===== src/hdl/mnep_pkg.sv =====
// Shared types, constants and helper functions of the MIDI note event parser.
`timescale 1ns / 1ps
`default_nettype none
package mnep_pkg;

	localparam int TRACK_START = 22;
	localparam int QUEUE_DEPTH = 2;
	localparam logic [23:0] TEMPO_RESET = 24'd500000;
	localparam logic [15:0] TICK_SCALE = 16'd50000;

	typedef struct packed {
		logic        kind;
		logic [3:0]  channel;
		logic [7:0]  note_key;
		logic [7:0]  velocity;
		logic [1:0]  instrument;
		logic [27:0] delta;
		logic [23:0] tempo;
		logic [15:0] quarter;
		logic        seen;
	} job_t;

	typedef struct packed {
		logic full;
		logic empty;
	} queue_stat_t;

	function automatic logic [7:0] magic_byte(input logic [1:0] idx);
		logic [7:0] r;
		case (idx)
			2'd0: r = 8'd77;
			2'd1: r = 8'd84;
			2'd2: r = 8'd104;
			default: r = 8'd100;
		endcase
		return r;
	endfunction

	function automatic logic [4:0] key_div12(input logic [7:0] key);
		logic [15:0] p;
		p = 16'(key) * 16'd171;
		return p[15:11];
	endfunction

	function automatic logic [3:0] key_mod12(input logic [7:0] key);
		logic [7:0] d;
		d = 8'(key_div12(key)) * 8'd12;
		return 4'(key - d);
	endfunction

endpackage
`default_nettype wire


===== src/hdl/mnep_file_if.sv =====
// Item channel that carries file bytes into the parser.
`timescale 1ns / 1ps
`default_nettype none
interface mnep_file_if;
	logic       valid;
	logic       ready;
	logic [7:0] file_byte;
	logic       start_of_file;
	modport source (output valid, output file_byte, output start_of_file, input ready);
	modport sink (input valid, input file_byte, input start_of_file, output ready);
endinterface
`default_nettype wire


===== src/hdl/mnep_note_if.sv =====
// Item channel that carries note events out of the parser.
`timescale 1ns / 1ps
`default_nettype none
interface mnep_note_if #(parameter int WAIT_WIDTH = 16);
	logic                  valid;
	logic                  ready;
	logic                  kind;
	logic [3:0]            channel;
	logic [7:0]            note_key;
	logic [7:0]            velocity;
	logic [3:0]            pitch_class;
	logic signed [5:0]     octave;
	logic [1:0]            instrument;
	logic [WAIT_WIDTH-1:0] wait_ticks;
	logic                  wait_saturated;
	logic                  joins_chord;
	modport source (output valid, output kind, output channel, output note_key,
		output velocity, output pitch_class, output octave, output instrument,
		output wait_ticks, output wait_saturated, output joins_chord, input ready);
	modport sink (input valid, input kind, input channel, input note_key,
		input velocity, input pitch_class, input octave, input instrument,
		input wait_ticks, input wait_saturated, input joins_chord, output ready);
endinterface
`default_nettype wire


===== src/hdl/mnep_front.sv =====
// Byte parser that walks the file header and track events and issues note jobs.
`timescale 1ns / 1ps
`default_nettype none
module mnep_front (
	input  wire logic          clk,
	input  wire logic          arst_n,
	input  wire logic          accept,
	input  wire logic [7:0]    file_byte,
	input  wire logic          start_of_file,
	output mnep_pkg::job_t     job,
	output logic               push
);
	localparam logic [3:0] PH_HEADER = 4'd0;
	localparam logic [3:0] PH_DONE = 4'd1;
	localparam logic [3:0] PH_DELTA = 4'd2;
	localparam logic [3:0] PH_STATUS = 4'd3;
	localparam logic [3:0] PH_META_TYPE = 4'd4;
	localparam logic [3:0] PH_META_LEN = 4'd5;
	localparam logic [3:0] PH_META_D0 = 4'd6;
	localparam logic [3:0] PH_META_D1 = 4'd7;
	localparam logic [3:0] PH_META_D2 = 4'd8;
	localparam logic [3:0] PH_SKIP = 4'd9;
	localparam logic [3:0] PH_PROGRAM = 4'd10;
	localparam logic [3:0] PH_NOTE_KEY = 4'd11;
	localparam logic [3:0] PH_NOTE_VEL = 4'd12;
	localparam logic [4:0] HDR_LAST = 5'(mnep_pkg::TRACK_START - 1);

	logic [4:0]  hidx_q, n_hidx;
	logic        mok_q, n_mok;
	logic [15:0] qt_q, n_qt;
	logic [23:0] tempo_q, n_tempo;
	logic [3:0]  ph_q, n_ph;
	logic [27:0] delta_q, n_delta;
	logic [7:0]  st_q, n_st;
	logic [7:0]  mt_q, n_mt;
	logic [7:0]  skip_q, n_skip;
	logic [23:0] tsh_q, n_tsh;
	logic [7:0]  key_q, n_key;
	logic [15:0] synth_q, n_synth;
	logic        seen_q, n_seen;
	logic        emit;
	mnep_pkg::job_t j;

	always_comb begin
		n_hidx = hidx_q; n_mok = mok_q; n_qt = qt_q; n_tempo = tempo_q;
		n_ph = ph_q; n_delta = delta_q; n_st = st_q; n_mt = mt_q;
		n_skip = skip_q; n_tsh = tsh_q; n_key = key_q; n_synth = synth_q;
		n_seen = seen_q;
		emit = 1'b0;
		j = '0;
		if (start_of_file) begin
			n_hidx = '0; n_mok = 1'b1; n_qt = '0; n_tempo = mnep_pkg::TEMPO_RESET;
			n_ph = PH_HEADER; n_delta = '0; n_st = '0; n_mt = '0; n_skip = '0;
			n_tsh = '0; n_key = '0; n_synth = '0; n_seen = 1'b0;
		end
		case (n_ph)
			PH_HEADER: begin
				if (n_hidx < 5'd4 && file_byte != mnep_pkg::magic_byte(n_hidx[1:0]))
					n_mok = 1'b0;
				if (n_hidx == 5'd12)
					n_qt = {file_byte, n_qt[7:0]};
				if (n_hidx == 5'd13)
					n_qt = {n_qt[15:8], file_byte};
				if (n_hidx == 5'd3 && !n_mok) begin
					emit = 1'b1;
					j.kind = 1'b1;
					n_ph = PH_DONE;
				end else if (n_hidx >= HDR_LAST) begin
					n_delta = '0;
					n_ph = PH_DELTA;
				end else begin
					n_hidx = n_hidx + 5'd1;
				end
			end
			PH_DELTA: begin
				n_delta = {n_delta[20:0], file_byte[6:0]};
				if (!file_byte[7])
					n_ph = PH_STATUS;
			end
			PH_STATUS: begin
				n_st = file_byte;
				if (file_byte == 8'hFF)
					n_ph = PH_META_TYPE;
				else if (file_byte[7:4] == 4'hC)
					n_ph = PH_PROGRAM;
				else if (file_byte[7:4] == 4'h9)
					n_ph = PH_NOTE_KEY;
				else if (file_byte[7:4] == 4'h8) begin
					n_skip = 8'd2;
					n_ph = PH_SKIP;
				end else begin
					n_delta = '0;
					n_ph = PH_DELTA;
				end
			end
			PH_META_TYPE: begin
				n_mt = file_byte;
				n_ph = PH_META_LEN;
			end
			PH_META_LEN: begin
				n_skip = file_byte;
				n_tsh = '0;
				if (file_byte == 8'd0) begin
					n_delta = '0;
					n_ph = PH_DELTA;
				end else begin
					n_ph = PH_META_D0;
				end
			end
			PH_META_D0, PH_META_D1, PH_META_D2, PH_SKIP: begin
				if (n_ph == PH_META_D0)
					n_tsh = 24'(file_byte);
				else if (n_ph == PH_META_D1 || n_ph == PH_META_D2)
					n_tsh = {n_tsh[15:0], file_byte};
				if (n_ph == PH_META_D2 && n_mt == 8'h51)
					n_tempo = n_tsh;
				n_skip = n_skip - 8'd1;
				if (n_skip == 8'd0) begin
					n_delta = '0;
					n_ph = PH_DELTA;
				end else if (n_ph == PH_META_D0) begin
					n_ph = PH_META_D1;
				end else if (n_ph == PH_META_D1) begin
					n_ph = PH_META_D2;
				end else begin
					n_ph = PH_SKIP;
				end
			end
			PH_PROGRAM: begin
				n_synth[n_st[3:0]] = (file_byte >= 8'd8 && file_byte <= 8'd95);
				n_delta = '0;
				n_ph = PH_DELTA;
			end
			PH_NOTE_KEY: begin
				n_key = file_byte;
				n_ph = PH_NOTE_VEL;
			end
			PH_NOTE_VEL: begin
				emit = 1'b1;
				j.channel = n_st[3:0];
				j.note_key = n_key;
				j.velocity = file_byte;
				if (n_st[3:0] == 4'd9)
					j.instrument = (n_key inside {8'd42, 8'd44, 8'd46}) ? 2'd2 : 2'd3;
				else
					j.instrument = n_synth[n_st[3:0]] ? 2'd1 : 2'd0;
				j.delta = n_delta;
				j.tempo = n_tempo;
				j.quarter = n_qt;
				j.seen = n_seen;
				n_seen = 1'b1;
				n_delta = '0;
				n_ph = PH_DELTA;
			end
			default: begin
			end
		endcase
	end

	always_ff @(posedge clk or negedge arst_n) begin
		if (!arst_n) begin
			hidx_q <= '0; mok_q <= 1'b1; qt_q <= '0; tempo_q <= mnep_pkg::TEMPO_RESET;
			ph_q <= PH_HEADER; delta_q <= '0; st_q <= '0; mt_q <= '0; skip_q <= '0;
			tsh_q <= '0; key_q <= '0; synth_q <= '0; seen_q <= 1'b0;
		end else if (accept) begin
			hidx_q <= n_hidx; mok_q <= n_mok; qt_q <= n_qt; tempo_q <= n_tempo;
			ph_q <= n_ph; delta_q <= n_delta; st_q <= n_st; mt_q <= n_mt;
			skip_q <= n_skip; tsh_q <= n_tsh; key_q <= n_key; synth_q <= n_synth;
			seen_q <= n_seen;
		end
	end

	assign job = j;
	assign push = accept && emit;
endmodule
`default_nettype wire


===== src/hdl/mnep_queue.sv =====
// Short job queue between the byte parser and the wait computation.
`timescale 1ns / 1ps
`default_nettype none
module mnep_queue (
	input  wire logic           clk,
	input  wire logic           arst_n,
	input  wire logic           push,
	input  wire mnep_pkg::job_t wr_job,
	input  wire logic           pop,
	output mnep_pkg::job_t      rd_job,
	output mnep_pkg::queue_stat_t stat
);
	localparam int AW = $clog2(mnep_pkg::QUEUE_DEPTH);

	mnep_pkg::job_t mem_q [mnep_pkg::QUEUE_DEPTH];
	logic [AW-1:0] wp_q, rp_q;
	logic [AW:0]   cnt_q;

	always_ff @(posedge clk) begin
		if (push)
			mem_q[wp_q] <= wr_job;
	end

	always_ff @(posedge clk or negedge arst_n) begin
		if (!arst_n) begin
			wp_q <= '0;
			rp_q <= '0;
			cnt_q <= '0;
		end else begin
			if (push)
				wp_q <= (wp_q == AW'(mnep_pkg::QUEUE_DEPTH - 1)) ? '0 : wp_q + 1'b1;
			if (pop)
				rp_q <= (rp_q == AW'(mnep_pkg::QUEUE_DEPTH - 1)) ? '0 : rp_q + 1'b1;
			if (push && !pop)
				cnt_q <= cnt_q + 1'b1;
			else if (pop && !push)
				cnt_q <= cnt_q - 1'b1;
		end
	end

	assign rd_job = mem_q[rp_q];
	assign stat.full = (cnt_q == (AW+1)'(mnep_pkg::QUEUE_DEPTH));
	assign stat.empty = (cnt_q == '0);
endmodule
`default_nettype wire


===== src/hdl/mnep_back.sv =====
// Wait computation with two multipliers and a bit-serial divider, plus the result register.
`timescale 1ns / 1ps
`default_nettype none
module mnep_back #(
	parameter int WAIT_WIDTH = 16
) (
	input  wire logic             clk,
	input  wire logic             arst_n,
	input  wire mnep_pkg::job_t   job,
	input  wire mnep_pkg::queue_stat_t stat,
	output logic                  pop,
	mnep_note_if.source           notes
);
	localparam int NW = 54;
	localparam int DW = 33;
	localparam int RW = (DW + WAIT_WIDTH > NW) ? DW + WAIT_WIDTH : NW;
	localparam int CW = $clog2(WAIT_WIDTH);
	localparam logic [2:0] S_IDLE = 3'd0;
	localparam logic [2:0] S_MUL = 3'd1;
	localparam logic [2:0] S_PREP = 3'd2;
	localparam logic [2:0] S_CHK = 3'd3;
	localparam logic [2:0] S_DIV = 3'd4;
	localparam logic [2:0] S_FIN = 3'd5;

	logic [2:0]            st_q;
	mnep_pkg::job_t        job_q;
	logic [51:0]           num_q;
	logic [31:0]           den_q;
	logic [RW-1:0]         rem_q;
	logic [RW-1:0]         dsh_q;
	logic [DW-1:0]         d_q;
	logic [WAIT_WIDTH-1:0] quo_q;
	logic [CW-1:0]         cnt_q;
	logic                  sat_q;
	logic                  ov_q;
	logic                  load;
	logic [WAIT_WIDTH-1:0] wait_v;

	assign pop = (st_q == S_IDLE) && !stat.empty;
	assign load = (st_q == S_FIN) && (!ov_q || notes.ready);
	assign wait_v = sat_q ? {WAIT_WIDTH{1'b1}} : quo_q;

	always_ff @(posedge clk or negedge arst_n) begin
		if (!arst_n) begin
			st_q <= S_IDLE;
			ov_q <= 1'b0;
		end else begin
			if (load)
				ov_q <= 1'b1;
			else if (notes.ready)
				ov_q <= 1'b0;
			case (st_q)
				S_IDLE: if (pop) st_q <= S_MUL;
				S_MUL: st_q <= job_q.kind ? S_FIN : S_PREP;
				S_PREP: st_q <= S_CHK;
				S_CHK: st_q <= S_DIV;
				S_DIV: if (sat_q || cnt_q == '0) st_q <= S_FIN;
				S_FIN: if (load) st_q <= S_IDLE;
				default: st_q <= S_IDLE;
			endcase
		end
	end

	always_ff @(posedge clk) begin
		case (st_q)
			S_IDLE: begin
				job_q <= job;
				sat_q <= 1'b0;
			end
			S_MUL: begin
				num_q <= 52'(job_q.delta) * 52'(job_q.tempo);
				den_q <= 32'(job_q.quarter) * 32'(mnep_pkg::TICK_SCALE);
			end
			S_PREP: begin
				rem_q <= RW'({num_q, 1'b0}) + RW'(den_q);
				d_q <= {den_q, 1'b0};
			end
			S_CHK: begin
				sat_q <= (job_q.quarter == '0) || (rem_q >= (RW'(d_q) << WAIT_WIDTH));
				dsh_q <= RW'(d_q) << (WAIT_WIDTH - 1);
				cnt_q <= CW'(WAIT_WIDTH - 1);
				quo_q <= '0;
			end
			S_DIV: begin
				if (rem_q >= dsh_q) begin
					rem_q <= rem_q - dsh_q;
					quo_q <= {quo_q[WAIT_WIDTH-2:0], 1'b1};
				end else begin
					quo_q <= {quo_q[WAIT_WIDTH-2:0], 1'b0};
				end
				dsh_q <= dsh_q >> 1;
				cnt_q <= cnt_q - 1'b1;
			end
			default: begin
			end
		endcase
		if (load) begin
			notes.kind <= job_q.kind;
			if (job_q.kind) begin
				notes.channel <= '0;
				notes.note_key <= '0;
				notes.velocity <= '0;
				notes.pitch_class <= '0;
				notes.octave <= '0;
				notes.instrument <= '0;
				notes.wait_ticks <= '0;
				notes.wait_saturated <= 1'b0;
				notes.joins_chord <= 1'b0;
			end else begin
				notes.channel <= job_q.channel;
				notes.note_key <= job_q.note_key;
				notes.velocity <= job_q.velocity;
				notes.pitch_class <= mnep_pkg::key_mod12(job_q.note_key);
				notes.octave <= $signed(6'(mnep_pkg::key_div12(job_q.note_key)) - 6'd1);
				notes.instrument <= job_q.instrument;
				notes.wait_ticks <= wait_v;
				notes.wait_saturated <= sat_q;
				notes.joins_chord <= job_q.seen && (wait_v == '0);
			end
		end
	end

	assign notes.valid = ov_q;
endmodule
`default_nettype wire


===== src/hdl/midi_note_event_parser_top.sv =====
// Top level of the MIDI note event parser: byte parser, job queue and wait unit.
// The parser takes one file byte per cycle while the two-entry job queue has room.
// A note-on job passes the wait unit's MUL, PREP, CHK, DIV and FIN states before its result is
// registered; the divider stops early when the wait saturates, and the unit takes no new job until then.
// A bad-magic result is issued on the fourth byte and goes from MUL straight to FIN.
// Reset returns all parse state to its initial values; start_of_file restarts the parse with the same values.
`timescale 1ns / 1ps
`default_nettype none
module midi_note_event_parser_top #(
	parameter int WAIT_WIDTH = 16
) (
	input wire logic    clk,
	input wire logic    arst_n,
	mnep_file_if.sink   file,
	mnep_note_if.source notes
);
	mnep_pkg::job_t        fr_job;
	mnep_pkg::job_t        hd_job;
	mnep_pkg::queue_stat_t q_stat;
	logic                  push;
	logic                  pop;
	logic                  accept;

	assign file.ready = !q_stat.full;
	assign accept = file.valid && file.ready;

	mnep_front u_front (
		.clk, .arst_n, .accept,
		.file_byte(file.file_byte), .start_of_file(file.start_of_file),
		.job(fr_job), .push
	);

	mnep_queue u_queue (
		.clk, .arst_n, .push, .wr_job(fr_job), .pop, .rd_job(hd_job), .stat(q_stat)
	);

	mnep_back #(.WAIT_WIDTH(WAIT_WIDTH)) u_back (
		.clk, .arst_n, .job(hd_job), .stat(q_stat), .pop, .notes
	);

	a_no_overflow: assert property (@(posedge clk) disable iff (!arst_n)
		!(push && q_stat.full && !pop)) else $error("job queue overflow");
	a_no_underflow: assert property (@(posedge clk) disable iff (!arst_n)
		!(pop && q_stat.empty)) else $error("job queue underflow");
	a_sat_max: assert property (@(posedge clk) disable iff (!arst_n)
		notes.valid && notes.wait_saturated |-> &notes.wait_ticks)
		else $error("saturated wait is not the maximum");
	a_chord_zero: assert property (@(posedge clk) disable iff (!arst_n)
		notes.valid && notes.joins_chord |-> notes.wait_ticks == '0)
		else $error("chord flag with nonzero wait");
endmodule
`default_nettype wire

===== src/flat_wrapper.sv =====
// flat-port wrapper written by rule: the top's interface ports become plain ports
module midi_note_event_parser_top_flat 
#(
	parameter int WAIT_WIDTH = 16
)
  (clk, arst_n, file_valid, file_file_byte, file_start_of_file, file_ready, notes_valid, notes_kind, notes_channel, notes_note_key, notes_velocity, notes_pitch_class, notes_octave, notes_instrument, notes_wait_ticks, notes_wait_saturated, notes_joins_chord, notes_ready);
  mnep_file_if file_i ();
  mnep_note_if #(.WAIT_WIDTH(WAIT_WIDTH)) notes_i ();
  input wire logic clk;
  input wire logic arst_n;
  input wire logic [$bits(file_i.valid)-1:0] file_valid;
  input wire logic [$bits(file_i.file_byte)-1:0] file_file_byte;
  input wire logic [$bits(file_i.start_of_file)-1:0] file_start_of_file;
  output wire logic [$bits(file_i.ready)-1:0] file_ready;
  output wire logic [$bits(notes_i.valid)-1:0] notes_valid;
  output wire logic [$bits(notes_i.kind)-1:0] notes_kind;
  output wire logic [$bits(notes_i.channel)-1:0] notes_channel;
  output wire logic [$bits(notes_i.note_key)-1:0] notes_note_key;
  output wire logic [$bits(notes_i.velocity)-1:0] notes_velocity;
  output wire logic [$bits(notes_i.pitch_class)-1:0] notes_pitch_class;
  output wire logic [$bits(notes_i.octave)-1:0] notes_octave;
  output wire logic [$bits(notes_i.instrument)-1:0] notes_instrument;
  output wire logic [$bits(notes_i.wait_ticks)-1:0] notes_wait_ticks;
  output wire logic [$bits(notes_i.wait_saturated)-1:0] notes_wait_saturated;
  output wire logic [$bits(notes_i.joins_chord)-1:0] notes_joins_chord;
  input wire logic [$bits(notes_i.ready)-1:0] notes_ready;
  assign file_i.valid = file_valid;
  assign file_i.file_byte = file_file_byte;
  assign file_i.start_of_file = file_start_of_file;
  assign file_ready = file_i.ready;
  assign notes_valid = notes_i.valid;
  assign notes_kind = notes_i.kind;
  assign notes_channel = notes_i.channel;
  assign notes_note_key = notes_i.note_key;
  assign notes_velocity = notes_i.velocity;
  assign notes_pitch_class = notes_i.pitch_class;
  assign notes_octave = notes_i.octave;
  assign notes_instrument = notes_i.instrument;
  assign notes_wait_ticks = notes_i.wait_ticks;
  assign notes_wait_saturated = notes_i.wait_saturated;
  assign notes_joins_chord = notes_i.joins_chord;
  assign notes_i.ready = notes_ready;
  midi_note_event_parser_top #(.WAIT_WIDTH(WAIT_WIDTH)) u_core (.clk(clk), .arst_n(arst_n), .file(file_i), .notes(notes_i));
endmodule

===== config.mk =====
export PLATFORM = sky130hd
export DESIGN_NAME = midi_note_event_parser_top_flat
export DESIGN_NICKNAME = d
export VERILOG_FILES = /design/src/hdl/mnep_pkg.sv /design/src/hdl/mnep_file_if.sv /design/src/hdl/mnep_note_if.sv /design/src/hdl/mnep_front.sv /design/src/hdl/mnep_queue.sv /design/src/hdl/mnep_back.sv /design/src/hdl/midi_note_event_parser_top.sv /design/src/flat_wrapper.sv
export SDC_FILE = /design/constraint.sdc
export NUM_CORES = 2
export LEC_CHECK = 0
export BUFFER_PORTS_ARGS = -buffer_cell sky130_fd_sc_hd__buf_4
export CAP_MARGIN = 0
export CORE_MARGIN = 2
export CORE_UTILIZATION = 40
export DETAILED_ROUTE_END_ITERATION = 8
export PLACE_DENSITY = 0.66
export SYNTH_ARGS = -nofsm -noshare
export SYNTH_HDL_FRONTEND = slang
export SYNTH_HIERARCHICAL = 1
export SYNTH_SLANG_ARGS = --single-unit
export TNS_END_PERCENT = 50

===== constraint.sdc =====
create_clock -name clk -period 13.8 [get_ports clk]
set_clock_uncertainty 0.05 [all_clocks]
set_input_delay 1.38 -clock clk [delete_from_list [all_inputs] [get_ports clk]]
set_output_delay 1.38 -clock clk [all_outputs]
set_load 0.02 [all_outputs]

==> metrics.txt <==
die width 392 µm; Core Area 0.150 mm²; first-pass GRT wire length 235 mm; worst setup margin 5.82 ns; Synth Area per Inst 10.6 µm²; hold-fix buffers at CTS 0; Total GRT Usage 19.5%; IO Pins 66; area grow syn2layout 7.93%; initial antenna violation count 5; DR WL/cell 19.3 µm; initial DRC count 3,093; H-tree depth 3; crit share post-route 57.8%; Port Buffers 65; Final min period 7.98 ns; top post-synthesis cells by area edfxtp_1 28%, fa_1 21%, ha_1 9.3%; CTS tree built; Worst Setup End Kind flop; Max Cap Viol 0; share of Yosys cell area claimed by the top area cell type 27.7%; status finished clean; Initial Util 40.2%; yosys warns 6; TNS Setup 0 ns; Synth Instances 5,680; top cells by count, synth 911 x inv_1, 628 x fa_1, 556 x edfxtp_1; largest net degree at the start of global routing 103; final setup fails 0; Clock transition at path regs 0.06 ns; post-layout util 43.4%; leading area contributor after synthesis edfxtp_1; GR Overflow Total 0; post-synthesis xor/xnor area fraction 2.53%; Post-CTS Resized 0; routed vias/inst 5.21; layout cells sized above 1 6.78%; Place WS 5.98 ns; Residual DRC 0; Die ar. 0.154 mm²; Slew Limit Fails 0; syn nets 6,766; vias in the first global route 41,300; most frequent cell after synthesis inv_1; Yosys cell types 108; Worst Hold Class flop to flop; Fillers 14,000; Clock Sinks 711; DR pass1 iterations 6; Slew @ Worst Pin 1.21 ns; critical path peak fanout 24; adder-cell share of the synthesized area 30.1%; Antenna Nets Post-Route 0; buffer count from post-CTS setup fixing 0; clock root buffer master clkbuf_16; Worst-Skew Late Latency 0.71 ns; Die H 392 µm; main combinational cell family by area after synthesis adder cells; Post-Synthesis Cell Area 0.0602 mm²; Req. time, crit path 14.19 ns; CTS Buffer Depth 3; critical path class flop to flop; CP arrival 8.37 ns; Hold Violations, Final 0; crit path launch type flop; Synth Register Bits 711; total wire length 148 mm; GP Congestion 0.907; Max-slew headroom 19.0%; Max Fclk 125 MHz; Core Rows 142; Post-Synth Simple-Gate Area 13.3%; Post-synth EDFFs 556; nets@finish 6,670; post-synthesis async set-or-reset flop share 21.8%; Most used DFF post-synth edfxtp_1; mux contribution to synthesized area 3.01%; sequential element share of the synthesized area 34.2%; Via Count 40,000; DPL Wire Length 111 mm; total CTS buffers 77; RSZ-0062 raised after global routing false; complex-gate fraction of the synthesized area 9.22%
==> critical path: stages, from the launching register on <==
cell	delay, ns
edfxtp_1	1.13
nand2_1	0.25
fa_1	0.59
inv_1	0.05
fa_1	0.52
fa_1	0.44
fa_1	0.54
fa_1	0.54
fa_1	0.55
inv_1	0.06
fa_1	0.53
inv_1	0.04
ha_1	0.38
a21o_1	0.21
a21o_1	0.17
a21oi_1	0.20
nor2_1	0.11
a211o_1	0.31
o211ai_1	0.36
nand3_1	0.15
a21oi_1	0.24
o21ai_0	0.14
xor2_1	0.16
==> layer usage <==
metal	global-route usage (%)	wire length (µm)	vias to the layer above	share of wire (%)
li1	-	-	18500	-
met1	27.8	68000	20100	46
met2	30.6	67000	1167	45
met3	3.83	9700	209	6.6
met4	4.34	3030	6	2.1
met5	0	45	-	0.030
==> stage by stage <==
stage | std cells | area, µm² | hold slack, ns
after floorplan | 5680 | 60200 | 0.381
final | 7666 | 64900 | 0.423
after CTS | 7664 | 64900 | 0.430
after global routing | 7664 | 64900 | 0.452
after global placement | 7521 | 62300 | 0.409
after detailed placement | 7521 | 62300 | 0.416
==> kinds of logic (layout without fill, tap and decap cells) <==
group	count (synthesis)	after routing
adder cells (fa/ha/maj)	1073	1073
buffers and inverters	1180	1148
multiplexers	138	138
flip-flops	711	711
AO/OA/AOI/OAI	827	827
AND/OR/NAND/NOR	1577	1577
XOR/XNOR	174	174
other	0	2
==> state kept, by name (all words and copies together) (netlist names), 6 cells and up <==
register                        flops
u_core/u_back/notes.note_key        8
u_core/u_front/delta_q             28
u_core/u_back/num_q                52
u_core/u_front/skip_q               8
u_core/u_front/tempo_q             24
u_core/u_front/key_q                8
u_core/u_back/job_q                92
u_core/u_front/synth_q             16
u_core/u_front/tsh_q               24
u_core/u_back/quo_q                16
u_core/u_back/dsh_q                48
u_core/u_front/mt_q                 8
u_core/u_back/den_q                28
u_core/u_back/rem_q                54
u_core/u_back/notes.velocity        8
u_core/u_queue/mem_q              184
u_core/u_back/d_q                  28
u_core/u_back/notes.octave          6
u_core/u_back/notes.wait_ticks     16
u_core/u_front/qt_q                16
==> cell type report <==
type	count	area, µm²	area share (%)
flip-flops and latches	711	20600	31.7
well taps	2016	2520	3.88
clock buffers	97	2030	3.12
clock inverters	46	562	0.865
diodes	2	5.00	0.00771
inverters	913	3430	5.28
repair buffers	92	694	1.07
multi-input cells	3789	35100	54.1
==> placed cells by master, fill, tap and decap left out, drive strengths merged, types with 16 or more instances in the layout <==
cell type    n
o21ai      206
a21oi      208
and3        16
a22o        85
nor2       263
nand3       43
clkbuf      97
nor2b       64
ha         445
xor2        64
o21bai      25
a21o        95
nand2b      30
fa         628
a211oi      27
buf         92
nand4       51
inv        916
mux2i       41
nor3        50
mux2        93
and2       467
nand2      505
nor4        23
o21a        31
edfxtp     556
clkinv      31
or3         21
dfrtp      147
xnor2      110
==> final timing paths <==
kind / startpoint / cells past startpoint / slack (ns) / endpoint
hold / removal: u_core/u_front/seen_q$_DFFE_PN0P_ / 2 / 0.42 / u_core/u_front/seen_q$_DFFE_PN0P_
hold reg to reg: u_core/u_front/seen_q$_DFFE_PN0P_ / 2 / 0.42 / u_core/u_front/seen_q$_DFFE_PN0P_
min in group asynchronous: arst_n / 1 / 0.70 / u_core/u_front/synth_q[2]$_DFFE_PN0P_
max in group asynchronous: arst_n / 2 / 11.48 / u_core/u_front/qt_q[8]$_DFFE_PN0P_
setup / recovery: u_core/u_back/job_q[47]$_DFFE_PN_ / 22 / 5.82 / u_core/u_back/num_q[46]$_DFFE_PN_
setup reg to reg: u_core/u_back/job_q[47]$_DFFE_PN_ / 22 / 5.82 / u_core/u_back/num_q[46]$_DFFE_PN_
Power is not shown: default switching activity piles up to over one toggle a cycle in this logic, so the estimate is an artifact.
